--- config.mk ---
export PLATFORM = sky130hd
export DESIGN_NAME = dual_stick_calibrate_deadzone_top
export DESIGN_NICKNAME = d
export VERILOG_FILES = /design/src/hw/rtl/dscd_pkg.sv /design/src/hw/rtl/dual_stick_calibrate_deadzone_top.sv /design/src/hw/rtl/dscd_div.sv /design/src/hw/rtl/dscd_datapath.sv /design/src/hw/rtl/dscd_ctrl.sv
export SDC_FILE = /design/constraint.sdc
export NUM_CORES = 2
export LEC_CHECK = 0
export ABC_AREA = 1
export BUFFER_PORTS_ARGS = -buffer_cell sky130_fd_sc_hd__clkbuf_2
export CORE_MARGIN = 1
export CORE_UTILIZATION = 50
export DETAILED_ROUTE_END_ITERATION = 8
export PLACE_DENSITY = 0.69
export REMOVE_ABC_BUFFERS = 1
export SYNTH_ARGS = -nofsm -noshare
export SYNTH_HDL_FRONTEND = slang
export SYNTH_HIERARCHICAL = 1
export SYNTH_SLANG_ARGS = --single-unit
--- constraint.sdc ---
create_clock -name aclk -period 14.6 [get_ports aclk]
set_clock_uncertainty 0.15 [all_clocks]
set_input_delay 2.19 -clock aclk [delete_from_list [all_inputs] [get_ports aclk]]
set_output_delay 2.19 -clock aclk [all_outputs]
set_load 0.005 [all_outputs]
--- src/hw/rtl/dscd_pkg.sv ---
// ----------------------------------------------------------------------------
// dscd_pkg
// shared types, constants and control words for the dual stick calibration
// and radial deadzone block
// ----------------------------------------------------------------------------
package dscd_pkg;

    // default number of frames averaged for the stick centers
    localparam int CAL_FRAMES_DEF = 50;

    localparam int RAW_W   = 8;
    localparam int OUT_W   = 16;
    localparam int SUM_W   = 14;
    localparam int NUM_W   = 23;   // diff * full scale
    localparam int QUO_W   = 15;   // quotient bits before saturation
    localparam int MAG_W   = 15;   // magnitude of a scaled axis
    localparam int SQ_W    = 2 * MAG_W;
    localparam int N_AXIS  = 4;
    localparam int AXIS_W  = 2;
    localparam int CFG_IDX_W = 4;

    localparam logic [RAW_W-1:0]     FRAME_HEAD   = 8'hFF;
    localparam logic [RAW_W-1:0]     FRAME_TAIL   = 8'hFE;
    localparam logic [RAW_W-1:0]     CENTER_RESET = 8'd130;
    localparam logic [RAW_W-1:0]     MIN_RESET    = 8'd85;
    localparam logic [RAW_W-1:0]     MAX_RESET    = 8'd200;
    localparam logic [MAG_W-1:0]     AXIS_FULL    = 15'd32760;
    localparam logic [SQ_W:0]        DEAD_R2      = 31'd10732176;  // 3276 squared
    localparam logic [CFG_IDX_W-1:0] CFG_NREG     = 4'd8;

    // input word, fields in frame order
    typedef struct packed {
        logic [RAW_W-1:0] start_byte;
        logic [RAW_W-1:0] left_y_raw;
        logic [RAW_W-1:0] left_x_raw;
        logic [RAW_W-1:0] right_y_raw;
        logic [RAW_W-1:0] right_x_raw;
        logic [RAW_W-1:0] end_byte;
    } in_word_t;

    // result word
    typedef struct packed {
        logic signed [OUT_W-1:0] left_x;
        logic signed [OUT_W-1:0] left_y;
        logic signed [OUT_W-1:0] right_x;
        logic signed [OUT_W-1:0] right_y;
    } out_word_t;

    // per axis calibration limits
    typedef struct packed {
        logic [RAW_W-1:0] lo;
        logic [RAW_W-1:0] hi;
    } lim_t;

    typedef enum logic [3:0] {
        S_IDLE,
        S_CHECK,
        S_CAL_STORE,
        S_SCL_LOAD,
        S_SCL_DIV,
        S_SCL_STORE,
        S_SQ,
        S_ACC,
        S_EMIT
    } state_t;

    // controller to datapath
    typedef struct packed {
        logic load_frame;
        logic accum;
        logic div_load_scl;
        logic div_step;
        logic store_center;
        logic store_axis;
        logic axis_clr;
        logic axis_inc;
        logic sq;
        logic acc;
        logic emit;
    } ctrl_cmd_t;

    // datapath to controller
    typedef struct packed {
        logic frame_ok;
        logic calibrating;
        logic cal_last;
        logic div_done;
        logic axis_last;
        logic out_free;
    } ctrl_sts_t;

endpackage

--- src/hw/rtl/dual_stick_calibrate_deadzone_top.sv ---
// path: a valid frame after calibration runs through the frame check, the
//   scaling of 4 axes on the 15-step divider, the radius check and the
//   load of the output register, which waits while a stalled word is held
// input: a new frame is taken only once the one before is done; invalid and
//   calibration frames skip scaling, the final calibration frame stores centers
// reset: synchronous active-low aresetn restores limits, centers, sums and
//   the frame count at once, no clearing pass
// ----------------------------------------------------------------------------
// dual_stick_calibrate_deadzone_top
// two stick calibration with piecewise axis scaling and radial deadzone
// ----------------------------------------------------------------------------
module dual_stick_calibrate_deadzone_top
    import dscd_pkg::*;
#(
    parameter int CAL_FRAMES = CAL_FRAMES_DEF
) (
    input  logic                 aclk,
    input  logic                 aresetn,
    input  logic                 s_valid,
    output logic                 s_ready,
    input  in_word_t             s_data,
    output logic                 m_valid,
    input  logic                 m_ready,
    output out_word_t            m_data,
    input  logic                 cfg_valid,
    output logic                 cfg_ready,
    input  logic [CFG_IDX_W-1:0] cfg_index,
    input  logic [RAW_W-1:0]     cfg_data
);

    ctrl_cmd_t cmd;
    ctrl_sts_t sts;

    // config writes are always accepted
    assign cfg_ready = 1'b1;

    dscd_ctrl u_ctrl (
        .aclk    (aclk),
        .aresetn (aresetn),
        .s_valid (s_valid),
        .s_ready (s_ready),
        .sts     (sts),
        .cmd     (cmd)
    );

    dscd_datapath #(
        .CAL_FRAMES (CAL_FRAMES)
    ) u_dp (
        .aclk      (aclk),
        .aresetn   (aresetn),
        .cmd       (cmd),
        .sts       (sts),
        .s_data    (s_data),
        .cfg_valid (cfg_valid),
        .cfg_index (cfg_index),
        .cfg_data  (cfg_data),
        .m_valid   (m_valid),
        .m_ready   (m_ready),
        .m_data    (m_data)
    );

endmodule

--- src/hw/rtl/dscd_div.sv ---
// ----------------------------------------------------------------------------
// dscd_div
// restoring divider, one quotient bit per cycle while step is held high;
// the dividend must be below the divisor shifted up by the quotient width
// ----------------------------------------------------------------------------
module dscd_div
    import dscd_pkg::*;
(
    input  logic             aclk,
    input  logic             aresetn,
    input  logic             load,
    input  logic             step,
    input  logic [NUM_W-1:0] num,
    input  logic [RAW_W-1:0] den,
    output logic [QUO_W-1:0] quo,
    output logic             done
);

    localparam int CNT_W = $clog2(QUO_W + 1);

    logic [NUM_W-1:0] rem_reg, rem_next;
    logic [NUM_W-1:0] dsh_reg, dsh_next;
    logic [QUO_W-1:0] quo_reg, quo_next;
    logic [CNT_W-1:0] cnt_reg, cnt_next;
    logic             fits;

    // one trial subtract per step
    always_comb begin
        fits     = rem_reg >= dsh_reg;
        rem_next = rem_reg;
        dsh_next = dsh_reg;
        quo_next = quo_reg;
        cnt_next = cnt_reg;
        if (load) begin
            rem_next = num;
            dsh_next = NUM_W'({den, {(QUO_W-1){1'b0}}});
            quo_next = '0;
            cnt_next = CNT_W'(QUO_W);
        end else if (step && cnt_reg != '0) begin
            rem_next = fits ? rem_reg - dsh_reg : rem_reg;
            dsh_next = dsh_reg >> 1;
            quo_next = {quo_reg[QUO_W-2:0], fits};
            cnt_next = cnt_reg - 1'b1;
        end
    end

    // step counter
    always_ff @(posedge aclk) begin
        if (!aresetn) begin
            cnt_reg <= '0;
        end else begin
            cnt_reg <= cnt_next;
        end
    end

    // working registers
    always_ff @(posedge aclk) begin
        rem_reg <= rem_next;
        dsh_reg <= dsh_next;
        quo_reg <= quo_next;
    end

    assign quo  = quo_reg;
    assign done = cnt_reg == '0;

endmodule

--- src/hw/rtl/dscd_datapath.sv ---
// ----------------------------------------------------------------------------
// dscd_datapath
// frame register, limits, centers and sums, per axis scaling through the
// serial divider, squared radius check and the result register
// ----------------------------------------------------------------------------
module dscd_datapath
    import dscd_pkg::*;
#(
    parameter int CAL_FRAMES = CAL_FRAMES_DEF
) (
    input  logic                 aclk,
    input  logic                 aresetn,
    input  ctrl_cmd_t            cmd,
    output ctrl_sts_t            sts,
    input  in_word_t             s_data,
    input  logic                 cfg_valid,
    input  logic [CFG_IDX_W-1:0] cfg_index,
    input  logic [RAW_W-1:0]     cfg_data,
    output logic                 m_valid,
    input  logic                 m_ready,
    output out_word_t            m_data
);

    localparam int CNT_W = $clog2(CAL_FRAMES + 1);

    // reciprocal of the frame count, exact for every sum below 2^SUM_W
    localparam int RECIP_SH = SUM_W + $clog2(CAL_FRAMES);
    localparam int RECIP_W  = RECIP_SH + 1;
    localparam int PROD_W   = SUM_W + RECIP_W;
    localparam logic [RECIP_W-1:0] RECIP =
        RECIP_W'((2 ** RECIP_SH + CAL_FRAMES - 1) / CAL_FRAMES);

    in_word_t                 frame_reg;
    lim_t                     lim_reg    [N_AXIS];
    logic [RAW_W-1:0]         center_reg [N_AXIS];
    logic [SUM_W-1:0]         sum_reg    [N_AXIS];
    logic [CNT_W-1:0]         count_reg;
    logic [AXIS_W-1:0]        axis_reg;
    logic signed [OUT_W-1:0]  ax_reg     [N_AXIS];
    logic                     zero_reg, sat_reg, neg_reg;
    logic [SQ_W-1:0]          sq_reg;
    logic [SQ_W-1:0]          mag_reg;
    logic                     m_valid_reg;
    out_word_t                m_data_reg;

    logic [RAW_W-1:0]         raw_ax     [N_AXIS];
    logic [RAW_W-1:0]         raw_sel, c_sel;
    lim_t                     lim_sel;
    logic                     gt, lt;
    logic [RAW_W-1:0]         diff;
    logic [RAW_W:0]           span9, span_neg9;
    logic [RAW_W-1:0]         span_mag;
    logic [NUM_W-1:0]         num_scl;
    logic                     sat_now, zero_now, neg_now;
    logic [PROD_W-1:0]        cal_prod;
    logic [QUO_W-1:0]         quo;
    logic                     div_done;
    logic [MAG_W-1:0]         mag_clip;
    logic signed [OUT_W-1:0]  ax_val;
    logic signed [OUT_W-1:0]  ax_cur, ax_neg;
    logic [MAG_W-1:0]         ax_abs;
    logic [SQ_W:0]            rad2;
    logic                     in_dead;

    // axis order: left x, left y, right x, right y
    assign raw_ax[0] = frame_reg.left_x_raw;
    assign raw_ax[1] = frame_reg.left_y_raw;
    assign raw_ax[2] = frame_reg.right_x_raw;
    assign raw_ax[3] = frame_reg.right_y_raw;

    // operands of the current axis
    always_comb begin
        raw_sel   = raw_ax[axis_reg];
        c_sel     = center_reg[axis_reg];
        lim_sel   = lim_reg[axis_reg];
        gt        = raw_sel > c_sel;
        lt        = raw_sel < c_sel;
        diff      = gt ? raw_sel - c_sel : c_sel - raw_sel;
        span9     = gt ? {1'b0, lim_sel.hi} - {1'b0, c_sel}
                       : {1'b0, c_sel} - {1'b0, lim_sel.lo};
        span_neg9 = -span9;
        span_mag  = span9[RAW_W] ? span_neg9[RAW_W-1:0] : span9[RAW_W-1:0];
        num_scl   = NUM_W'(diff) * NUM_W'(AXIS_FULL);
        sat_now   = num_scl >= NUM_W'({span_mag, {QUO_W{1'b0}}});
        zero_now  = !(gt || lt) || span_mag == '0;
        neg_now   = lt ^ span9[RAW_W];
    end

    // center average by reciprocal multiply
    always_comb begin
        cal_prod = PROD_W'(sum_reg[axis_reg]) * PROD_W'(RECIP);
    end

    dscd_div u_div (
        .aclk    (aclk),
        .aresetn (aresetn),
        .load    (cmd.div_load_scl),
        .step    (cmd.div_step),
        .num     (num_scl),
        .den     (span_mag),
        .quo     (quo),
        .done    (div_done)
    );

    // saturate and apply sign
    always_comb begin
        mag_clip = (sat_reg || quo > AXIS_FULL) ? AXIS_FULL : quo;
        if (zero_reg) begin
            ax_val = '0;
        end else if (neg_reg) begin
            ax_val = -$signed({1'b0, mag_clip});
        end else begin
            ax_val = $signed({1'b0, mag_clip});
        end
    end

    // radius check
    always_comb begin
        ax_cur  = ax_reg[axis_reg];
        ax_neg  = -ax_cur;
        ax_abs  = ax_cur[OUT_W-1] ? ax_neg[MAG_W-1:0] : ax_cur[MAG_W-1:0];
        rad2    = {1'b0, mag_reg} + {1'b0, sq_reg};
        in_dead = rad2 <= DEAD_R2;
    end

    // limits, centers, sums, count, axis index and result valid
    always_ff @(posedge aclk) begin
        if (!aresetn) begin
            for (int i = 0; i < N_AXIS; i++) begin
                lim_reg[i].lo <= MIN_RESET;
                lim_reg[i].hi <= MAX_RESET;
                center_reg[i] <= CENTER_RESET;
                sum_reg[i]    <= '0;
            end
            count_reg   <= '0;
            axis_reg    <= '0;
            m_valid_reg <= 1'b0;
        end else begin
            // configuration writes
            if (cfg_valid && cfg_index < CFG_NREG) begin
                if (cfg_index[0]) begin
                    lim_reg[cfg_index[AXIS_W:1]].hi <= cfg_data;
                end else begin
                    lim_reg[cfg_index[AXIS_W:1]].lo <= cfg_data;
                end
            end
            // calibration accumulate
            if (cmd.accum) begin
                for (int i = 0; i < N_AXIS; i++) begin
                    sum_reg[i] <= sum_reg[i] + SUM_W'(raw_ax[i]);
                end
                count_reg <= count_reg + 1'b1;
            end
            if (cmd.store_center) begin
                center_reg[axis_reg] <= cal_prod[RECIP_SH +: RAW_W];
            end
            // axis sequencing
            if (cmd.axis_clr) begin
                axis_reg <= '0;
            end else if (cmd.axis_inc) begin
                axis_reg <= axis_reg + 1'b1;
            end
            // result register
            if (cmd.emit) begin
                m_valid_reg <= 1'b1;
            end else if (m_ready) begin
                m_valid_reg <= 1'b0;
            end
        end
    end

    // payload registers
    always_ff @(posedge aclk) begin
        if (cmd.load_frame) begin
            frame_reg <= s_data;
        end
        if (cmd.div_load_scl) begin
            zero_reg <= zero_now;
            sat_reg  <= sat_now;
            neg_reg  <= neg_now;
        end
        if (cmd.store_axis) begin
            ax_reg[axis_reg] <= ax_val;
        end
        if (cmd.sq) begin
            sq_reg <= SQ_W'(ax_abs) * SQ_W'(ax_abs);
        end
        if (cmd.acc) begin
            if (!axis_reg[0]) begin
                mag_reg <= sq_reg;
            end else if (in_dead) begin
                for (int i = 0; i < N_AXIS; i++) begin
                    if (i[1] == axis_reg[1]) begin
                        ax_reg[i] <= '0;
                    end
                end
            end
        end
        if (cmd.emit) begin
            m_data_reg.left_x  <= ax_reg[0];
            m_data_reg.left_y  <= ax_reg[1];
            m_data_reg.right_x <= ax_reg[2];
            m_data_reg.right_y <= ax_reg[3];
        end
    end

    // status back to the controller
    always_comb begin
        sts.frame_ok    = frame_reg.start_byte == FRAME_HEAD &&
                          frame_reg.end_byte == FRAME_TAIL;
        sts.calibrating = count_reg < CNT_W'(CAL_FRAMES);
        sts.cal_last    = count_reg == CNT_W'(CAL_FRAMES - 1);
        sts.div_done    = div_done;
        sts.axis_last   = axis_reg == AXIS_W'(N_AXIS - 1);
        sts.out_free    = !m_valid_reg || m_ready;
    end

    assign m_valid = m_valid_reg;
    assign m_data  = m_data_reg;

endmodule

--- src/hw/rtl/dscd_ctrl.sv ---
// ----------------------------------------------------------------------------
// dscd_ctrl
// sequencer: frame check, calibration average, per axis scaling, radius
// check and hand-off to the result register
// ----------------------------------------------------------------------------
module dscd_ctrl
    import dscd_pkg::*;
(
    input  logic      aclk,
    input  logic      aresetn,
    input  logic      s_valid,
    output logic      s_ready,
    input  ctrl_sts_t sts,
    output ctrl_cmd_t cmd
);

    state_t state_reg, state_next;

    // state register
    always_ff @(posedge aclk) begin
        if (!aresetn) begin
            state_reg <= S_IDLE;
        end else begin
            state_reg <= state_next;
        end
    end

    // next state and commands
    always_comb begin
        state_next = state_reg;
        cmd        = '0;
        s_ready    = 1'b0;
        case (state_reg)
            S_IDLE: begin
                s_ready = 1'b1;
                if (s_valid) begin
                    cmd.load_frame = 1'b1;
                    state_next     = S_CHECK;
                end
            end
            S_CHECK: begin
                cmd.axis_clr = 1'b1;
                if (!sts.frame_ok) begin
                    state_next = S_IDLE;
                end else if (sts.calibrating) begin
                    cmd.accum  = 1'b1;
                    state_next = sts.cal_last ? S_CAL_STORE : S_IDLE;
                end else begin
                    state_next = S_SCL_LOAD;
                end
            end
            S_CAL_STORE: begin
                cmd.store_center = 1'b1;
                if (sts.axis_last) begin
                    cmd.axis_clr = 1'b1;
                    state_next   = S_IDLE;
                end else begin
                    cmd.axis_inc = 1'b1;
                end
            end
            S_SCL_LOAD: begin
                cmd.div_load_scl = 1'b1;
                state_next       = S_SCL_DIV;
            end
            S_SCL_DIV: begin
                if (sts.div_done) begin
                    state_next = S_SCL_STORE;
                end else begin
                    cmd.div_step = 1'b1;
                end
            end
            S_SCL_STORE: begin
                cmd.store_axis = 1'b1;
                if (sts.axis_last) begin
                    cmd.axis_clr = 1'b1;
                    state_next   = S_SQ;
                end else begin
                    cmd.axis_inc = 1'b1;
                    state_next   = S_SCL_LOAD;
                end
            end
            S_SQ: begin
                cmd.sq     = 1'b1;
                state_next = S_ACC;
            end
            S_ACC: begin
                cmd.acc = 1'b1;
                if (sts.axis_last) begin
                    cmd.axis_clr = 1'b1;
                    state_next   = S_EMIT;
                end else begin
                    cmd.axis_inc = 1'b1;
                    state_next   = S_SQ;
                end
            end
            S_EMIT: begin
                if (sts.out_free) begin
                    cmd.emit   = 1'b1;
                    state_next = S_IDLE;
                end
            end
            default: begin
                state_next = S_IDLE;
            end
        endcase
    end

endmodule

### Word level (Yosys, flattened, before mapping)

Memories as Yosys holds them, arrays and structs flattened. A register that Yosys moved wholly into a read port is not among the register bits.
Index checks and enable logic that the tools add are counted.
W data, S select, Z words.

| word-level totals | value |
|---|---|
| bits of input ports | 65 |
| logic and storage cells | 206 |
| bits in registers | 188 |
| bits in writable memories | 216 |
| memories kept | 4 |
| output and inout port bits | 67 |

| operators by class | value |
|---|---|
| multipliers | 3 |
| bitwise operators | 8 |
| muxes and demuxes | 102 |
| reductions and logical operators | 27 |
| eq/ne operators | 16 |
| $add $sub $neg | 16 |
| order comparisons | 9 |

Memory list:

| memory | words | width | rd ports | clocked after memory_dff | write ports | RTL line | RTL |
|---|---|---|---|---|---|---|---|
| u_dp.ax_reg | 4 | 16 | 5 | 5 | 2 | dscd_datapath.sv:39 | `logic signed [OUT_W-1:0] ax_reg [N_AXIS];` |
| u_dp.lim_reg | 4 | 16 | 1 | 1 | 4 | dscd_datapath.sv:34 | `lim_t lim_reg [N_AXIS];` |
| u_dp.sum_reg | 4 | 14 | 5 | 1 | 4 | dscd_datapath.sv:36 | `logic [SUM_W-1:0] sum_reg [N_AXIS];` |
| u_dp.center_reg | 4 | 8 | 1 | 1 | 4 | dscd_datapath.sv:35 | `logic [RAW_W-1:0] center_reg [N_AXIS];` |

Operator list:

| cell | number |
|---|---|
| $mux W16 | 6 |
| $mux W23 | 3 |
| $reduce_or A16 Y1 | 4 |
| $add A14 B8 Y14 | 4 |
| $mux W14 | 4 |
| $mux W1 | 51 |
| $mux W22 | 2 |
| $mux W8 | 5 |
| $mux W4 | 9 |
| $pmux W4 S9 | 1 |
| $add A30 B30 Y31 | 1 |
| $le A31 B24 Y1 const B | 1 |
| $mul A15 B15 Y30 | 1 |
| $mux W15 | 2 |
| $mux W2 | 15 |
| $mul A14 B13 Y26 const B | 1 |
| $ge A23 B22 Y1 | 1 |
| $ge A23 B23 Y1 | 1 |
| $sub A23 B22 Y23 | 1 |
| $mul A8 B12 Y20 const B | 1 |
| $sub A8 B8 Y9 | 2 |
| $bmux W8 S2 | 1 |
| $eq A4 B3 Y1 const B | 4 |
| $eq A8 B8 Y1 const B | 2 |
| other kinds (39) | 58 |

### Logic depth before layout (Yosys ltp)

| logic depth | value |
|---|---|
| depth in word-level cells | 10 |
| gate-level depth with buffers | 45 |
| gate-level depth less buffers | 42 |

### By module

Netlist, hierarchy kept.

Modules (own cells, without submodules):

| module | seq. area each (sq um) | times used | area each (sq um) | cells each |
|---|---|---|---|---|
| dscd_datapath | 11260.8 | 1 | 33763.6 | 4015 |
| dscd_div | 1591.5 | 1 | 4337.9 | 648 |
| dscd_ctrl | 80.1 | 1 | 389.1 | 67 |
| dual_stick_calibrate_deadzone_top | 0.0 | 1 | 11.3 | 2 |

### Least setup slack after synthesis

No wires, ideal clock.

| timing path | value |
|---|---|
| kind | register to register |
| from | register (tool-made name) |
| to | register u_dp.sat_reg, data pin |
| library setup time | 254 ps |
| path slack | 6210 ps |
| data required time | 14196 ps |
| clock period less this slack | 8390 ps |
| buffers on the path | 4 |
| stages on the path, launching flop included | 43 |
| arrival | 7985 ps |
| path through | dfxtp_1 -> inv_1 -> clkbuf_1 -> clkbuf_1 -> clkbuf_1 -> a21oi_1 -> a32oi_1 -> inv_1 -> fa_1 -> inv_1 -> o21ai_1 -> nand2_1 -> nand3_2 -> nand2_4 -> buf_4 -> mux2_2 -> xor2_1 -> fa_1 -> [... 7 more ...] -> ha_1 -> nand2_1 -> nor2_1 -> nand2_1 -> o211ai_1 -> nand3_1 -> nand2_1 -> a31oi_1 -> o21ai_0 -> nand2_1 -> nand2_1 -> xor2_1 -> inv_1 -> ha_1 -> nand2_1 -> nor3_1 -> a21oi_1 -> nand2_1 |

RTL lines:

| what | RTL line | RTL |
|---|---|---|
| to (signal assigned) | dscd_datapath.sv:179 | `sat_reg <= sat_now;` |
| to (decl) | dscd_datapath.sv:40 | `logic zero_reg, sat_reg, neg_reg;` |

==> impl_metrics.tcl <==
set metrics [dict create \
    drive_gt1_share_pct 6.77 \
    relSlewSlack_pct 19.1 \
    synth_xor_area_share_pct 2.09 \
    rsz0062_at_grt "false" \
    cts_hold_buf 0 \
    clock_sink_count 468 \
    dp_hpwl_microns 74100 \
    portBuffers 130 \
    maxSlewViolCount 0 \
    syn_to_final_growth_pct 8.76 \
    cts-resized-gates 0 \
    rows 101 \
    fin_nets 5491 \
    clkTransAtPathRegs_ns 0.07 \
    setup_ws_ns 5.36 \
    ys_seq_elements 468 \
    fin_crit_ns 9.24 \
    synth_fa_ha_area_share_pct 23.7 \
    grt_max_degree 114 \
    synthMuxAreaShare_pct 0.107 \
    die_w_microns 279 \
    num_vias 30877 \
    critPathLaunchType "flop" \
    setup_tns_ns 0 \
    clock.fmax_mhz 108 \
    cp-end-kind "flop" \
    tightest_slew_ns 1.21 \
    clock_latency_ns 0.60 \
    synth_flop_cell "edfxtp_1" \
    cts_buffers 51 \
    crit_path_max_incr_delay_ns 0.69 \
    die_h_microns 279 \
    vias_per_cell 5.23 \
    setup_viol 0 \
    vdd.ir_drop.worst_uv 361 \
    die_area_sq_um 78100 \
    ff2ff_path_depth 40 \
    cpMostUsedCell "nand2_1" \
    synthesis.area_sq_um 38500 \
    initial_core_util_pct 50.6 \
    hold_viol 0 \
    yosys_warnings 6 \
    yosysTopAreaCell "edfxtp_1" \
    synth_simple_gate_area_share_pct 20.7 \
    grt_use_total_pct 24.4 \
    tritoncts "built" \
    synth.distinct_cells 66 \
    fin_crit_sh_pct 63.3 \
    p_leak_nw 20.5 \
    fill_cells 6989 \
    antenna_left 0 \
    grt_pass1_wl_microns 154000 \
    netlist.area_leader.share_pct 27.8 \
    status "complete, no violations" \
    pin_count 132 \
    drc 0 \
    postPlaceCellArea_sq_um 40100 \
    clock-root-buffer "clkbuf_16" \
    clockBufferDepth 3 \
    synth.avg_cell_area_sq_um 8.14 \
    wire_per_inst_microns 16.0 \
    grt_pass1_vias 29944 \
    synth_edf_count 356 \
    ys_async_sr_fraction_pct 0 \
    antenna_found_initial 0 \
    fin_area_sq_um 41900 \
    synthCells 4732 \
    p_per_area_nw_per_um2 158 \
    holdPathStages 0 \
    gp_congestion 0.934 \
    insertedDiodeCount 0 \
    post_cts_buffers 0 \
    cp_data_arrival_time_ns 9.55 \
    cap_violations 0 \
    worstHoldPathType "flop to flop" \
    path_class "flop to flop" \
    wl_microns 94700 \
    pre_cts_slack_ns 5.35 \
    critPathMaxFanout 79 \
    synthTopCellsByArea "edfxtp_1 (28%), fa_1 (12%), ha_1 (12%)" \
    htreeDepth 2 \
    whs_ns 0.309 \
    ys_seq_area_share_pct 33.6 \
    drt_iter0_markers 2504 \
    first_pass_iters 6 \
    synth_top_family_by_area "adder cells" \
    synth-compound-area-share_pct 9.31 \
    gr-total-overflow 0 \
    core_sq_um 76100 \
    slowest_stage "buf_4" \
    required_ns 14.91 \
]
==> synthesized netlist by cell type (10+ instances only) <==
library cell,instances
nand3b_1,21
clkbuf_1,50
a21oi_1,275
nor4_1,10
nor3_1,26
xor2_1,56
dfxtp_1,112
nor2_2,10
or2_2,17
buf_2,24
o21ai_0,234
nand2_2,21
xnor2_1,32
nand2_1,1080
fa_1,232
inv_1,913
o22ai_1,15
a32oi_1,20
inv_2,13
nand4_1,53
nand3_1,196
a32o_1,12
buf_6,13
o21bai_1,15
ha_1,359
edfxtp_1,356
nor2_1,437
a21o_1,11
==> worst max-delay path: cells and delay by family, from the launching register on <==
family          cells  cell delay, ns
mux                 1            0.30
xor+xnor            2            0.33
buf+inv             9            1.68
compound gates      6            1.39
fa+ha+maj           7            3.12
flops               1            0.34
simple gates       15            1.73
==> placed cells by master (no fill, tap or decap), types with 15 or more instances in the layout <==
cell	Yosys	layout
a21oi_1	275	275
fa_1	232	232
nor2_1	437	434
edfxtp_1	356	356
nor3_1	26	26
or2_2	17	17
xor2_1	56	56
o21bai_1	15	15
dfxtp_1	112	111
a32oi_1	20	20
clkbuf_2	0	130
nand3_1	196	196
inv_1	913	912
nand2_1	1080	1080
nand3b_1	21	21
nand2_2	21	21
clkbuf_16	0	54
xnor2_1	32	32
o22ai_1	15	15
o21ai_0	234	234
nand4_1	53	53
ha_1	359	359
buf_4	6	21
==> path summary, 6_finish.rpt <==
check,start,to,slack (ns)
setup / recovery,flop,u_dp/sat_reg$_DFFE_PP_,5.36
hold / removal,u_dp/ax_reg[2][12]$_SDFFE_PP0P_,u_dp/m_data[28]$_DFFE_PP_,0.31
setup reg to reg,flop,u_dp/sat_reg$_DFFE_PP_,5.36
hold reg to reg,u_dp/ax_reg[2][12]$_SDFFE_PP0P_,u_dp/m_data[28]$_DFFE_PP_,0.31
==> power by group <==
part | internal [W] | switching (W) | total (W) | leakage (nW)
registers | 0.00147 | 0.0000231 | 0.00149 | 4.17
clock network | 0.000807 | 0.000567 | 0.00137 | 0.870
logic | 0.00146 | 0.00230 | 0.00376 | 15.4
==> stage by stage <==
stage / util [%] / total power (W) / instances
after global placement: 52.7 / 0.00524 / 5812
after detailed placement: 52.7 / 0.00529 / 5812
after floorplan: - / 0.00446 / 4631
after global routing: 55.0 / 0.00724 / 5908
after CTS: 55.0 / 0.00668 / 5908
final: 55.0 / 0.00663 / 5908
==> routing by layer <==
metal / vias to the layer above / GRT usage, % / wire [microns]
met5: - / 0 / 0
met4: 0 / 6.07 / 1960
met3: 121 / 2.42 / 5170
met2: 982 / 41.1 / 44500
met1: 14397 / 33.7 / 43100
li1: 15377 / - / -
==> kinds of logic after synthesis <==
| kind of cell | count (synthesis) |
|---|---|
| AND/OR/NAND/NOR | 1902 |
| buffers and inverters | 1034 |
| AO/OA/AOI/OAI | 641 |
| adder cells (fa/ha/maj) | 591 |
| flip-flops | 468 |
| XOR/XNOR | 90 |
| multiplexers | 4 |
| other | 2 |
==> cell type report <==
| type | count | area [sq um] | area share, % |
|---|---|---|---|
| inverter | 931 | 3500 | 8.35 |
| clock buffer | 67 | 1430 | 3.42 |
| tap | 1030 | 1290 | 3.08 |
| clock inverter | 29 | 364 | 0.869 |
| timing repair buffer | 151 | 808 | 1.93 |
| multi-input combinational | 3232 | 21600 | 51.5 |
| sequential | 468 | 12900 | 30.9 |
No activity file was read; power rests on OpenSTA's default activity.
